$ cat config.mk
export PLATFORM = sky130hd
export DESIGN_NAME = led_colour_effect_engine
export DESIGN_NICKNAME = d
export VERILOG_FILES = /design/src/design/lcee_pkg.sv /design/src/design/lcee_tick_div.sv /design/src/design/lcee_colour_step.sv /design/src/design/led_colour_effect_engine.sv
export SDC_FILE = /design/constraint.sdc
export NUM_CORES = 1
export LEC_CHECK = 0
export BUFFER_PORTS_ARGS = -buffer_cell sky130_fd_sc_hd__buf_2
export CAP_MARGIN = 0
export CELL_PAD_IN_SITES_DETAIL_PLACEMENT = 1
export CELL_PAD_IN_SITES_GLOBAL_PLACEMENT = 1
export CORE_MARGIN = 2
export CORE_UTILIZATION = 48
export DETAILED_ROUTE_END_ITERATION = 10
export GPL_TIMING_DRIVEN = 0
export PLACE_DENSITY = 0.92
export SYNTH_ARGS = -nofsm -noshare
export SYNTH_HDL_FRONTEND = slang
export SYNTH_SLANG_ARGS = --single-unit
$ cat constraint.sdc
create_clock -name clk -period 8.6 [get_ports clk]
set_input_delay 0.86 -clock clk [delete_from_list [all_inputs] [get_ports clk]]
set_output_delay 0.86 -clock clk [all_outputs]
set_load 0.01 [all_outputs]
$ cat src/design/lcee_pkg.sv
// ----------------------------------------------------------------------------
// lcee_pkg
// shared types, register indexes and constants of the led colour effect engine
// ----------------------------------------------------------------------------
package lcee_pkg;

    typedef enum logic [1:0] {
        MODE_SOLID  = 2'd0,
        MODE_PULSE  = 2'd1,
        MODE_VOLUME = 2'd2,
        MODE_BEAT   = 2'd3
    } mode_t;

    localparam logic [2:0] REG_EFFECT_MODE      = 3'd0;
    localparam logic [2:0] REG_PRIMARY_COLOUR   = 3'd1;
    localparam logic [2:0] REG_SECONDARY_COLOUR = 3'd2;
    localparam logic [2:0] REG_PULSE_INTERVAL   = 3'd3;
    localparam logic [2:0] REG_PULSE_STEP       = 3'd4;

    localparam int CFG_INDEX_W = 3;
    localparam int CFG_DATA_W  = 24;

    localparam logic [15:0] VOLUME_INTERVAL = 16'd136;
    localparam logic [15:0] BEAT_INTERVAL   = 16'd6;
    localparam logic [7:0]  LEVEL_SLEW      = 8'd10;
    localparam logic [5:0]  BEAT_STEP       = 6'd10;

    localparam logic [23:0] PRIMARY_RESET   = 24'h0000FF;
    localparam logic [23:0] SECONDARY_RESET = 24'h000000;
    localparam logic [15:0] INTERVAL_RESET  = 16'd120;
    localparam logic [5:0]  STEP_RESET      = 6'd5;

    typedef struct packed {
        logic [7:0] red;
        logic [7:0] green;
        logic [7:0] blue;
    } rgb_t;

    localparam rgb_t COLOUR_RESET = '{red: 8'd0, green: 8'd0, blue: 8'd255};

    typedef struct packed {
        logic        expire;
        logic [15:0] count_next;
    } tick_t;

    function automatic logic [7:0] approach(input logic [7:0] cur,
                                            input logic [7:0] target,
                                            input logic [5:0] step);
        logic [7:0] diff;
        logic [7:0] step_w;
        logic [7:0] res;
        step_w = {2'b00, step};
        if (cur < target)
        begin
            diff = target - cur;
            res  = (diff < step_w) ? target : cur + step_w;
        end
        else
        begin
            diff = cur - target;
            res  = (diff < step_w) ? target : cur - step_w;
        end
        return res;
    endfunction

    function automatic rgb_t move_toward(input rgb_t cur, input rgb_t target,
                                         input logic [5:0] step);
        rgb_t res;
        res.red   = approach(cur.red, target.red, step);
        res.green = approach(cur.green, target.green, step);
        res.blue  = approach(cur.blue, target.blue, step);
        return res;
    endfunction

endpackage

$ cat src/design/lcee_tick_div.sv
// ----------------------------------------------------------------------------
// lcee_tick_div
// tick divider: picks the update interval of the mode and checks expiry
// ----------------------------------------------------------------------------
module lcee_tick_div
(
    input  lcee_pkg::mode_t  mode,
    input  logic [15:0]      pulse_interval,
    input  logic [15:0]      tick_count,
    output lcee_pkg::tick_t  tick
);
    import lcee_pkg::*;

    logic [15:0] interval;
    logic [16:0] count;

    always_comb
    begin
        unique case (mode)
            MODE_PULSE:  interval = (pulse_interval == 16'd0) ? 16'd1 : pulse_interval;
            MODE_VOLUME: interval = VOLUME_INTERVAL;
            MODE_BEAT:   interval = BEAT_INTERVAL;
            default:     interval = 16'd1;
        endcase
    end

    assign count           = {1'b0, tick_count} + 17'd1;
    assign tick.expire     = (count >= {1'b0, interval});
    assign tick.count_next = tick.expire ? 16'd0 : count[15:0];

endmodule

$ cat src/design/lcee_colour_step.sv
// ----------------------------------------------------------------------------
// lcee_colour_step
// next strip colour, pulse direction and level for one update
// ----------------------------------------------------------------------------
module lcee_colour_step
(
    input  lcee_pkg::mode_t  mode,
    input  lcee_pkg::rgb_t   primary,
    input  lcee_pkg::rgb_t   secondary,
    input  logic [5:0]       pulse_step,
    input  lcee_pkg::rgb_t   colour,
    input  logic             toward_primary,
    input  logic [7:0]       last_level,
    input  logic [7:0]       level,
    input  logic             beat,
    output lcee_pkg::rgb_t   colour_next,
    output logic             toward_primary_next,
    output logic [7:0]       last_level_next
);
    import lcee_pkg::*;

    rgb_t        pulse_target;
    rgb_t        pulse_colour;
    rgb_t        beat_colour;
    rgb_t        volume_colour;
    logic [7:0]  slew_level;
    logic [15:0] prod_red;
    logic [15:0] prod_green;
    logic [15:0] prod_blue;

    assign pulse_target = toward_primary ? primary : secondary;
    assign pulse_colour = move_toward(colour, pulse_target, pulse_step);
    assign beat_colour  = move_toward(colour, beat ? primary : secondary, BEAT_STEP);

    // slew limit of the audio level
    always_comb
    begin
        if (level > last_level && (level - last_level) > LEVEL_SLEW)
            slew_level = last_level + LEVEL_SLEW;
        else if (level < last_level && (last_level - level) > LEVEL_SLEW)
            slew_level = last_level - LEVEL_SLEW;
        else
            slew_level = level;
    end

    assign prod_red            = primary.red * slew_level;
    assign prod_green          = primary.green * slew_level;
    assign prod_blue           = primary.blue * slew_level;
    assign volume_colour.red   = prod_red[15:8];
    assign volume_colour.green = prod_green[15:8];
    assign volume_colour.blue  = prod_blue[15:8];

    always_comb
    begin
        colour_next         = colour;
        toward_primary_next = toward_primary;
        last_level_next     = last_level;
        unique case (mode)
            MODE_PULSE:
            begin
                colour_next = pulse_colour;
                if (pulse_colour == pulse_target)
                    toward_primary_next = ~toward_primary;
            end
            MODE_VOLUME:
            begin
                colour_next     = volume_colour;
                last_level_next = slew_level;
            end
            MODE_BEAT:
            begin
                colour_next = beat_colour;
            end
            default:
            begin
                colour_next = colour;
            end
        endcase
    end

endmodule

$ cat src/design/led_colour_effect_engine.sv
// ----------------------------------------------------------------------------
// led_colour_effect_engine
// divides timer ticks and emits pulse, volume or beat fade strip colours
// ----------------------------------------------------------------------------
//  channel   direction  handshake            payload
//  in        sink       in_valid / in_stall  audio_level, beat_high
//  out       source     out_valid / out_stall red, green, blue, heading_primary
//  cfg       sink       cfg_we               cfg_index, cfg_data
//
//  one word per cycle while out_stall is low; a tick word sits in the input
//  register and its colour is loaded into the result register when it fires
//  state update and result load happen in the same cycle, from short logic
//  reset loads register defaults and colour state and clears both valid flags
//  a stalled result holds; the input register still takes one more word
// ----------------------------------------------------------------------------
module led_colour_effect_engine
(
    input  logic                                clk,
    input  logic                                rst_n,
    input  logic                                cfg_we,
    input  logic [lcee_pkg::CFG_INDEX_W-1:0]    cfg_index,
    input  logic [lcee_pkg::CFG_DATA_W-1:0]     cfg_data,
    input  logic                                in_valid,
    output logic                                in_stall,
    input  logic [7:0]                          audio_level,
    input  logic                                beat_high,
    output logic                                out_valid,
    input  logic                                out_stall,
    output logic [7:0]                          red,
    output logic [7:0]                          green,
    output logic [7:0]                          blue,
    output logic                                heading_primary
);
    import lcee_pkg::*;

    mode_t       mode_reg;
    rgb_t        primary_reg;
    rgb_t        secondary_reg;
    logic [15:0] interval_reg;
    logic [5:0]  step_reg;

    rgb_t        colour_reg;
    logic        toward_reg;
    logic [7:0]  last_level_reg;
    logic [15:0] tick_count_reg;

    logic        in_valid_reg;
    logic [7:0]  level_reg;
    logic        beat_reg;

    logic        out_valid_reg;
    rgb_t        out_colour_reg;
    logic        out_heading_reg;

    tick_t       tick;
    rgb_t        colour_next;
    logic        toward_next;
    logic [7:0]  last_level_next;
    logic        fire;
    logic        active;
    logic        produce;
    logic        in_accept;

    lcee_tick_div u_tick_div
    (
        .mode           (mode_reg),
        .pulse_interval (interval_reg),
        .tick_count     (tick_count_reg),
        .tick           (tick)
    );

    lcee_colour_step u_colour_step
    (
        .mode                (mode_reg),
        .primary             (primary_reg),
        .secondary           (secondary_reg),
        .pulse_step          (step_reg),
        .colour              (colour_reg),
        .toward_primary      (toward_reg),
        .last_level          (last_level_reg),
        .level               (level_reg),
        .beat                (beat_reg),
        .colour_next         (colour_next),
        .toward_primary_next (toward_next),
        .last_level_next     (last_level_next)
    );

    assign fire      = in_valid_reg && (!out_valid_reg || !out_stall);
    assign in_stall  = in_valid_reg && !fire;
    assign in_accept = in_valid && !in_stall;
    assign active    = (mode_reg != MODE_SOLID);
    assign produce   = active && tick.expire;

    // configuration registers
    always_ff @(posedge clk or negedge rst_n)
    begin
        if (!rst_n)
        begin
            mode_reg      <= MODE_SOLID;
            primary_reg   <= rgb_t'(PRIMARY_RESET);
            secondary_reg <= rgb_t'(SECONDARY_RESET);
            interval_reg  <= INTERVAL_RESET;
            step_reg      <= STEP_RESET;
        end
        else if (cfg_we)
        begin
            unique case (cfg_index)
                REG_EFFECT_MODE:      mode_reg      <= mode_t'(cfg_data[1:0]);
                REG_PRIMARY_COLOUR:   primary_reg   <= rgb_t'(cfg_data[23:0]);
                REG_SECONDARY_COLOUR: secondary_reg <= rgb_t'(cfg_data[23:0]);
                REG_PULSE_INTERVAL:   interval_reg  <= cfg_data[15:0];
                REG_PULSE_STEP:       step_reg      <= cfg_data[5:0];
                default:              ;
            endcase
        end
    end

    // input register
    always_ff @(posedge clk or negedge rst_n)
    begin
        if (!rst_n)
            in_valid_reg <= 1'b0;
        else if (in_accept)
            in_valid_reg <= 1'b1;
        else if (fire)
            in_valid_reg <= 1'b0;
    end

    always_ff @(posedge clk)
    begin
        if (in_accept)
        begin
            level_reg <= audio_level;
            beat_reg  <= beat_high;
        end
    end

    // effect state
    always_ff @(posedge clk or negedge rst_n)
    begin
        if (!rst_n)
        begin
            colour_reg     <= COLOUR_RESET;
            toward_reg     <= 1'b0;
            last_level_reg <= 8'd0;
            tick_count_reg <= 16'd0;
        end
        else if (fire && active)
        begin
            tick_count_reg <= tick.count_next;
            if (tick.expire)
            begin
                colour_reg     <= colour_next;
                toward_reg     <= toward_next;
                last_level_reg <= last_level_next;
            end
        end
    end

    // result register
    always_ff @(posedge clk or negedge rst_n)
    begin
        if (!rst_n)
            out_valid_reg <= 1'b0;
        else if (fire)
            out_valid_reg <= produce;
        else if (!out_stall)
            out_valid_reg <= 1'b0;
    end

    always_ff @(posedge clk)
    begin
        if (fire && produce)
        begin
            out_colour_reg  <= colour_next;
            out_heading_reg <= toward_next;
        end
    end

    assign out_valid       = out_valid_reg;
    assign red             = out_colour_reg.red;
    assign green           = out_colour_reg.green;
    assign blue            = out_colour_reg.blue;
    assign heading_primary = out_heading_reg;

`ifndef ASSERT_OFF
    a_count_clears: assert property (@(posedge clk) disable iff (!rst_n)
        fire && produce |=> tick_count_reg == 16'd0)
        else $error("tick count not cleared after update");

    a_solid_holds: assert property (@(posedge clk) disable iff (!rst_n)
        fire && !active && !cfg_we |=> $stable(tick_count_reg) && $stable(colour_reg))
        else $error("solid mode changed effect state");

    a_out_from_fire: assert property (@(posedge clk) disable iff (!rst_n)
        $rose(out_valid) |-> $past(fire))
        else $error("result appeared without an update");

    a_stall_needs_word: assert property (@(posedge clk) disable iff (!rst_n)
        in_stall |-> in_valid_reg && out_valid_reg && out_stall)
        else $error("input stalled without a held word");
`endif

endmodule
Word level (Yosys, flattened, before mapping)
Index checks and enable logic that the tools add are counted.
Widths: inputs -> output; s select.
{"block": "op_classes", "muxes": 32, "n_bitwise": 1, "reduce_logical": 24, "n_addsub": 29, "multipliers": 3, "eq_ne": 9, "order_cmp": 23}
{"operator": "$mux 8", "count": 20}
{"operator": "$sub 8x8->8", "count": 14}
{"operator": "$pmux 24 s3", "count": 1}
{"operator": "$lt 8x8->1", "count": 7}
{"operator": "$lt 8x4->1 const B", "count": 6}
{"operator": "$lt 8x6->1", "count": 6}
{"operator": "$mul 8x8->16", "count": 3}
{"operator": "$mux 24", "count": 2}
{"operator": "$pmux 16 s3", "count": 1}
{"operator": "$add 8x4->8 const B", "count": 4}
{"operator": "$mux 16", "count": 2}
{"operator": "$sub 8x4->8 const B", "count": 4}
{"operator": "$add 8x6->8", "count": 3}
{"operator": "$eq 24x24->1", "count": 1}
{"operator": "$sub 8x6->8", "count": 3}
{"operator": "$add 16x1->17 const B", "count": 1}
{"operator": "$ge 17x16->1", "count": 1}
{"operator": "$gt 8x4->1 const B", "count": 2}
{"operator": "$logic_not 16->1", "count": 1}
{"operator": "$reduce_and 2->1", "count": 6}
{"operator": "$gt 8x8->1", "count": 1}
{"operator": "$logic_and 1x1->1", "count": 8}
{"operator": "$eq 3x2->1 const B", "count": 2}
{"operator": "$mux 1", "count": 6}
{"operator": "11 further kinds", "count": 16}
{"block": "word_totals", "output_inout_bits": 27, "word_cells": 144, "in_bits": 41, "reg_bits": 157}

Depth between registers and ports, before layout
Gate-level depths: netlist (run 1).
{"block": "logic_depth", "word_depth": 8, "depth_mapped": 36, "mapped_depth_nobuf": 33}

Cells and area by module
A second synthesis (run 1) with hierarchy kept.
{"block": "hier_totals", "cells_unflattened": 2627, "hier_area_um2": 23124.7}
{"mod": "lcee_colour_step", "area_per_inst_um2": 16395.7, "seq_area_each_um2": 0.0, "n_inst": 1, "cells_each": 2201}
{"mod": "led_colour_effect_engine", "area_per_inst_um2": 5859.4, "seq_area_each_um2": 4126.5, "n_inst": 1, "cells_each": 303}
{"mod": "lcee_tick_div", "area_per_inst_um2": 869.6, "seq_area_each_um2": 0.0, "n_inst": 1, "cells_each": 123}

Worst setup path before layout (run 1)
Ideal clock, no wire load.
{"block": "synth_path", "path_kind": "reg2reg", "startpoint": "reg last_level_reg[0]", "endpoint": "reg out_colour_reg (netlist bit blue[7]), data pin", "path_buffers": 2, "arrival_ns": 7.345, "setup_slack_ns": 0.981, "period_less_slack_ns": 7.619, "setup_time_ns": 0.273, "required_ns": 8.327, "stages_incl_launch_ff": 32, "cell_sequence": "dfrtp_1 -> inv_1 -> ha_1 -> inv_1 -> fa_1 -> a21o_1 -> a21oi_1 -> xnor2_1 -> nor4_4 -> a31oi_4 -> clkbuf_1 -> a32oi_1 -> o21ai_0 -> a221oi_1 -> clkbuf_1 -> and2_1 -> fa_1 -> fa_1 -> fa_1 -> inv_1 -> fa_1 -> inv_1 -> ha_1 -> and3_1 -> and3_1 -> nor4b_1 -> a311o_1 -> a31oi_1 -> o21bai_1 -> a21oi_1 -> a311oi_1 -> a31oi_1"}
{"item": "start, declared", "line_no": "led_colour_effect_engine.sv:44", "text": "logic [7:0] last_level_reg;"}
{"item": "start signal, assigned", "line_no": "led_colour_effect_engine.sv:155", "text": "last_level_reg <= last_level_next;"}
{"item": "end signal, assigned", "line_no": "led_colour_effect_engine.sv:175", "text": "out_colour_reg <= colour_next;"}
{"item": "end, declared", "line_no": "led_colour_effect_engine.sv:52", "text": "rgb_t out_colour_reg;"}

==> flow_metrics.env, run 1 <==
export IMPL_outcome="finished, violations left"
export IMPL_violations="max-capacitance violations, max-slew violations, negative setup slack"
export IMPL_htree_num_levels=4
export IMPL_layout_nets=3243
export IMPL_synth_compound_area_share_pct=19.5
export IMPL_slowest_delay_ns=0.53
export IMPL_ys_seq_area_share_pct=17.9
export IMPL_whs_ns=0.229
export IMPL_avgSynthCellArea_um2=8.56
export IMPL_drt_pass1_iterations=8
export IMPL_synth_top_family_by_area="adder cells"
export IMPL_final_util_pct=52.7
export IMPL_startpoint="last_level_reg[3]$_DFFE_PN0P_"
export IMPL_r2r_end="red[3]$_DFFE_PP_"
export IMPL_synth_edf_count=34
export IMPL_die_x_um=223
export IMPL_worstMarginPinSlew_ns=1.54
export IMPL_muxShareOfSynthArea_pct=7.07
export IMPL_worstPathArrival_ns=8.85
export IMPL_start_util_pct=48.4
export IMPL_ctsLongestPathBuffers=2
export IMPL_max_freq_mhz=116
export IMPL_synth_async_reset_ratio_pct=78.3
export IMPL_relSlewSlack_pct=-3.22
export IMPL_synth_adder_area_share_pct=26.7
export IMPL_cp_end_kind="flop"
export IMPL_layout_setup_ws_ns=-0.0167
export IMPL_initialDrtViolationCount=2113
export IMPL_drcViolationCount=0
export IMPL_drv_cap=1
export IMPL_fin_crit_ns=8.62
export IMPL_die_y_um=223
export IMPL_rr_startpoint="last_level_reg[3]$_DFFE_PN0P_"
export IMPL_yosysMostFrequentCell="ha_1"
export IMPL_crit_slowest_cell="fa_1"
export IMPL_synth_simple_gate_area_share_pct=16.9
export IMPL_multi_input_area_mm2=0.0175
export IMPL_synth_ff_type="dfrtp_1"
export IMPL_ys_warn_count=0
export IMPL_synth_top_area_cell="ha_1"
export IMPL_slew_violations=10
export IMPL_antenna_found_initial=3
export IMPL_grt_pass1_vias=23800
export IMPL_ant_nets=0
export IMPL_numCtsBuffers=17
export IMPL_dieArea_mm2=0.0497
export IMPL_fin_crit_sh_pct=100
export IMPL_synth_nets=3145
export IMPL_crit_fanout=10
export IMPL_clock_skew_ns=0.0217
export IMPL_syn_area_mm2=0.0230
export IMPL_core_mm2=0.0475
export IMPL_rows=80
export IMPL_r2r_slack_ns=-0.02
export IMPL_num_vias=22500
export IMPL_worstPathRequired_ns=8.84
export IMPL_yosys_top_cells_area="ha_1 (16%), dfrtp_1 (11%), fa_1 (11%), mux2_2 (4.9%), inv_1 (4.6%)"
export IMPL_placed_area_mm2=0.0242
export IMPL_clk_latency_ns=0.51
export IMPL_fin_setup_tns_ns=-0.0276
export IMPL_gp_congestion=0.971
export IMPL_final_area_mm2=0.0251
export IMPL_cts_root_buf="clkbuf_16"
export IMPL_cts_tree="done"
export IMPL_overflow=0
export IMPL_area_growth_pct=8.82
export IMPL_path_class="flop to flop"
export IMPL_grt_max_degree=97
export IMPL_syn_inst=2689
export IMPL_ctsHoldBuffers=0
export IMPL_grt_pass1_wl_mm=139
export IMPL_port_buffers=67
export IMPL_avgRoutedWirePerCell_um=27.5
export IMPL_grt_total_usage_pct=36.7
export IMPL_vias_per_cell=6.58
export IMPL_r2r_cells=31
export IMPL_boundaryPins=68
export IMPL_fillerInstances=5632
export IMPL_synthTopCellsByCount="ha_1 (290), inv_1 (284), nand2_1 (185)"
export IMPL_seqCellArea_mm2=0.00413
export IMPL_synth_top_area_share_pct=15.8
export IMPL_critPathLaunchType="flop"
export IMPL_hold_class="input pin to asynchronous set/reset pin"
export IMPL_clk_pin_slew_ns=0.08
export IMPL_layout_drive_gt1_share_pct=11.8
export IMPL_cts_sinks=157
export IMPL_setup_violations=2
export IMPL_synth_xor_area_share_pct=4.97
export IMPL_ys_ff_latch=157
export IMPL_hpwl_mm=70.3
export IMPL_wl_mm=94.1
export IMPL_hold_violations=0
export IMPL_yosysUniqueCellTypes=98
[worst max-delay path, delay by kind of cell (launching register included)]
family	cells	cell delay, ns
buffers and inverters	7	1.45
AO/OA/AOI/OAI	10	2.37
multiplexers	1	0.21
adder cells (fa/ha/maj)	6	2.50
flip-flops	1	0.47
AND/OR/NAND/NOR	7	1.33
[kinds of logic (layout without fill, tap and decap cells)]
kind of cell    after synthesis  after routing
xor+xnor                    129            129
other cells                   0              2
buf+inv                     410            521
simple gates                760            760
fa+ha+maj                   416            416
mux                         149            149
flops                       157            157
compound gates              668            668
[timing repair]
action | CTS | global route
cloned | 0 | 0
pin swaps | 3 | 4
setup endpoints to repair | 41 | 32
hold endpoints to repair | 0 | 0
resized for setup | 25 | 47
buffers inserted | 8 | 4
[routing by layer]
layer / up-vias / wire length, um / GRT usage (%) / part of all wire [%]
li1: 9625 / - / - / -
met1: 11200 / 35800 / 44.1 / 38
met2: 1228 / 44200 / 61.4 / 47
met3: 438 / 7520 / 6.10 / 8.0
met4: 2 / 6600 / 22.8 / 7.0
met5: - / 16 / 0 / 0.017
[per-stage QoR]
| step | worst slack, ns | cells |
|---|---|---|
| 2_1_floorplan | 0.981 | 2689 |
| 3_5_place_dp | -1.27 | 3372 |
| 3_3_place_gp | -0.885 | 3371 |
| 4_1_cts | 0.0225 | 3411 |
| 6_report | -0.0167 | 3417 |
| 5_1_grt | -0.215 | 3415 |
[cells in the final DEF (no fill, tap or decap), types with 19 or more instances in the layout]
cell type	count
dfrtp_1	98
nand2b_1	50
nand3_1	41
ha_1	290
nand2_1	185
inv_1	283
a21o_1	39
nor2_1	160
xor2_1	34
o221ai_1	23
o21a_1	35
fa_1	125
a211oi_1	19
nor3_1	26
buf_2	81
mux2_2	101
o21ai_0	151
and2_1	92
dfstp_2	22
edfxtp_1	34
xnor2_1	93
mux2i_1	45
a31oi_1	21
o22ai_1	22
a21oi_1	143
a221oi_1	22
nor2b_1	92
nor4_1	20
clkbuf_1	81
[how the worst max path moves through the flow]
stage	endpoint	slack, ns	cells past startpoint
3_3_place_gp	blue[7]$_DFFE_PP_	-0.89	31
3_5_place_dp	blue[7]$_DFFE_PP_	-1.27	29
4_1_cts	red[3]$_DFFE_PP_	0.02	28
6_report	red[3]$_DFFE_PP_	-0.02	31
5_1_grt	blue[7]$_DFFE_PP_	-0.22	29
2_1_floorplan	blue[7]$_DFFE_PP_	0.98	31
[area by class of cell]
| class | instances | share of cell area (%) |
|---|---|---|
| Inverter | 287 | 4.30 |
| Multi-Input combinational cell | 2122 | 69.7 |
| Timing Repair Buffer | 80 | 1.83 |
| Clock inverter | 14 | 0.609 |
| Tap cell | 615 | 3.07 |
| Clock buffer | 18 | 1.75 |
| Sequential cell | 157 | 16.5 |
| Antenna cell | 2 | 0.0200 |
| Buffer | 122 | 2.19 |
Power of run 1 is not shown: default switching activity piles up to over one toggle a cycle in this logic, so the estimate is an artifact.
==> run 2: changes to the inputs <==
--- a/config.mk
+++ b/config.mk
@@ -9,7 +9,6 @@
 export CAP_MARGIN = 0
 export CELL_PAD_IN_SITES_DETAIL_PLACEMENT = 1
 export CELL_PAD_IN_SITES_GLOBAL_PLACEMENT = 1
-export CORE_MARGIN = 2
 export CORE_UTILIZATION = 48
 export DETAILED_ROUTE_END_ITERATION = 10
 export GPL_TIMING_DRIVEN = 0
==> flow_metrics.env, run 2 (synthesized netlist as in run 1, its figures left out) <==
export IMPL_outcome="finished, violations left"
export IMPL_violations="negative setup slack"
export IMPL_ant_nets=0
export IMPL_initialDrtViolationCount=2248
export IMPL_crit_slowest_cell="fa_1"
export IMPL_fillerInstances=5541
export IMPL_path_common_cell="fa_1"
export IMPL_mostFrequentLayoutCell="ha_1"
export IMPL_boundaryPins=68
export IMPL_clk_latency_ns=0.52
export IMPL_rows=79
export IMPL_worstMarginPinSlew_ns=1.43
export IMPL_diodes=0
export IMPL_max_freq_mhz=115
export IMPL_r2r_cells=30
export IMPL_fin_crit_ns=8.70
export IMPL_ctsHoldBuffers=0
export IMPL_hold_violations=0
export IMPL_worstPathRequired_ns=8.86
export IMPL_grt_pass1_vias=24300
export IMPL_core_mm2=0.0470
export IMPL_setup_violations=2
export IMPL_hold_class="input pin to asynchronous set/reset pin"
export IMPL_die_y_um=221
export IMPL_cts_tree="done"
export IMPL_grt_max_degree=98
export IMPL_clk_pin_slew_ns=0.09
export IMPL_numCtsBuffers=17
export IMPL_area_growth_pct=8.86
export IMPL_final_area_mm2=0.0251
export IMPL_start_util_pct=49.0
export IMPL_drcViolationCount=0
export IMPL_wl_mm=93.3
export IMPL_grt_total_usage_pct=37.5
export IMPL_path_class="flop to flop"
export IMPL_whs_ns=0.216
export IMPL_crit_fanout=15
export IMPL_drt_pass1_iterations=8
export IMPL_gp_congestion=0.991
export IMPL_r2r_slack_ns=-0.1
export IMPL_num_vias=22500
export IMPL_overflow=0
export IMPL_die_x_um=221
export IMPL_ctsLongestPathBuffers=2
export IMPL_vias_per_cell=6.62
export IMPL_relSlewSlack_pct=4.56
export IMPL_slowest_delay_ns=0.56
export IMPL_port_buffers=67
export IMPL_layout_drive_gt1_share_pct=11.8
export IMPL_slew_violations=0
export IMPL_cts_root_buf="clkbuf_16"
export IMPL_cts_sinks=157
export IMPL_htree_num_levels=4
export IMPL_hpwl_mm=70.8
export IMPL_clock_skew_ns=0.0248
export IMPL_rr_startpoint="level_reg[0]$_DFFE_PP_"
export IMPL_worstPathArrival_ns=8.95
export IMPL_r2r_end="green[6]$_DFFE_PP_"
export IMPL_layout_nets=3241
export IMPL_critPathLaunchType="flop"
export IMPL_drv_cap=0
export IMPL_grt_pass1_wl_mm=141
export IMPL_final_util_pct=53.4
export IMPL_layout_setup_ws_ns=-0.0953
export IMPL_fin_crit_sh_pct=101
export IMPL_avgRoutedWirePerCell_um=27.4
export IMPL_final_cell_mix="ha_1 (290), inv_1 (283), nand2_1 (185), nor2_1 (160), o21ai_0 (152)"
export IMPL_cp_end_kind="flop"
export IMPL_placed_area_mm2=0.0242
export IMPL_antenna_found_initial=1
export IMPL_dieArea_mm2=0.0488
[run 2: routing by layer]
layer / GRT usage (%) / part of all wire [%] / routed length, um
met1: 44.6 / 39 / 36000
met2: 62.5 / 47 / 43900
met3: 7.75 / 8.4 / 7840
met4: 22.8 / 6.0 / 5600
met5: 0 / 0 / 0
[run 2: per-stage QoR]
step	worst slack [ns]	TNS, ns	cells
6_report	-0.0953	-0.113	3405
5_1_grt	-0.278	-1.09	3405
4_1_cts	-0.000473	-0.000473	3398
3_5_place_dp	-1.17	-11.47	3365
3_3_place_gp	-0.768	-3.17	3363
2_1_floorplan	0.981	0	2689
[run 2: critical path: cells and delay by family, from the launching register on]
kind	cells	cell delay [ns]
simple gates	3	0.45
buf+inv	7	1.12
fa+ha+maj	7	3.10
xor+xnor	1	0.17
flops	1	0.50
compound gates	12	3.08
[run 2: worst max path at each step]
stage | to | slack, ns | start
after detailed placement | blue[7]$_DFFE_PP_ | -1.17 | last_level_reg[1]$_DFFE_PN0P_
after global routing | blue[7]$_DFFE_PP_ | -0.28 | level_reg[0]$_DFFE_PP_
final | green[6]$_DFFE_PP_ | -0.1 | level_reg[0]$_DFFE_PP_
after CTS | blue[7]$_DFFE_PP_ | -0.0005 | last_level_reg[0]$_DFFE_PN0P_
after global placement | blue[7]$_DFFE_PP_ | -0.77 | last_level_reg[4]$_DFFE_PN0P_
after floorplan | blue[7]$_DFFE_PP_ | 0.98 | last_level_reg[0]$_DFFE_PN0P_
[run 2: area by class of cell]
| type | instances | area, um2 | area share, % |
|---|---|---|---|
| Buffer | 120 | 542 | 2.16 |
| Timing Repair Buffer | 80 | 472 | 1.88 |
| Inverter | 287 | 1080 | 4.30 |
| Clock buffer | 17 | 425 | 1.70 |
| Tap cell | 607 | 759 | 3.03 |
| Clock inverter | 15 | 194 | 0.774 |
| Sequential cell | 157 | 4130 | 16.5 |
| Multi-Input combinational cell | 2122 | 17500 | 69.7 |
[run 2: timing repair]
action | 4_1_cts | 5_1_grt
setup endpoints to repair | 43 | 36
pin swaps | 2 | 3
setup buffers | 3 | 8
resized for setup | 29 | 36
cloned | 0 | 0
Power of run 2 is left out for the same reason.
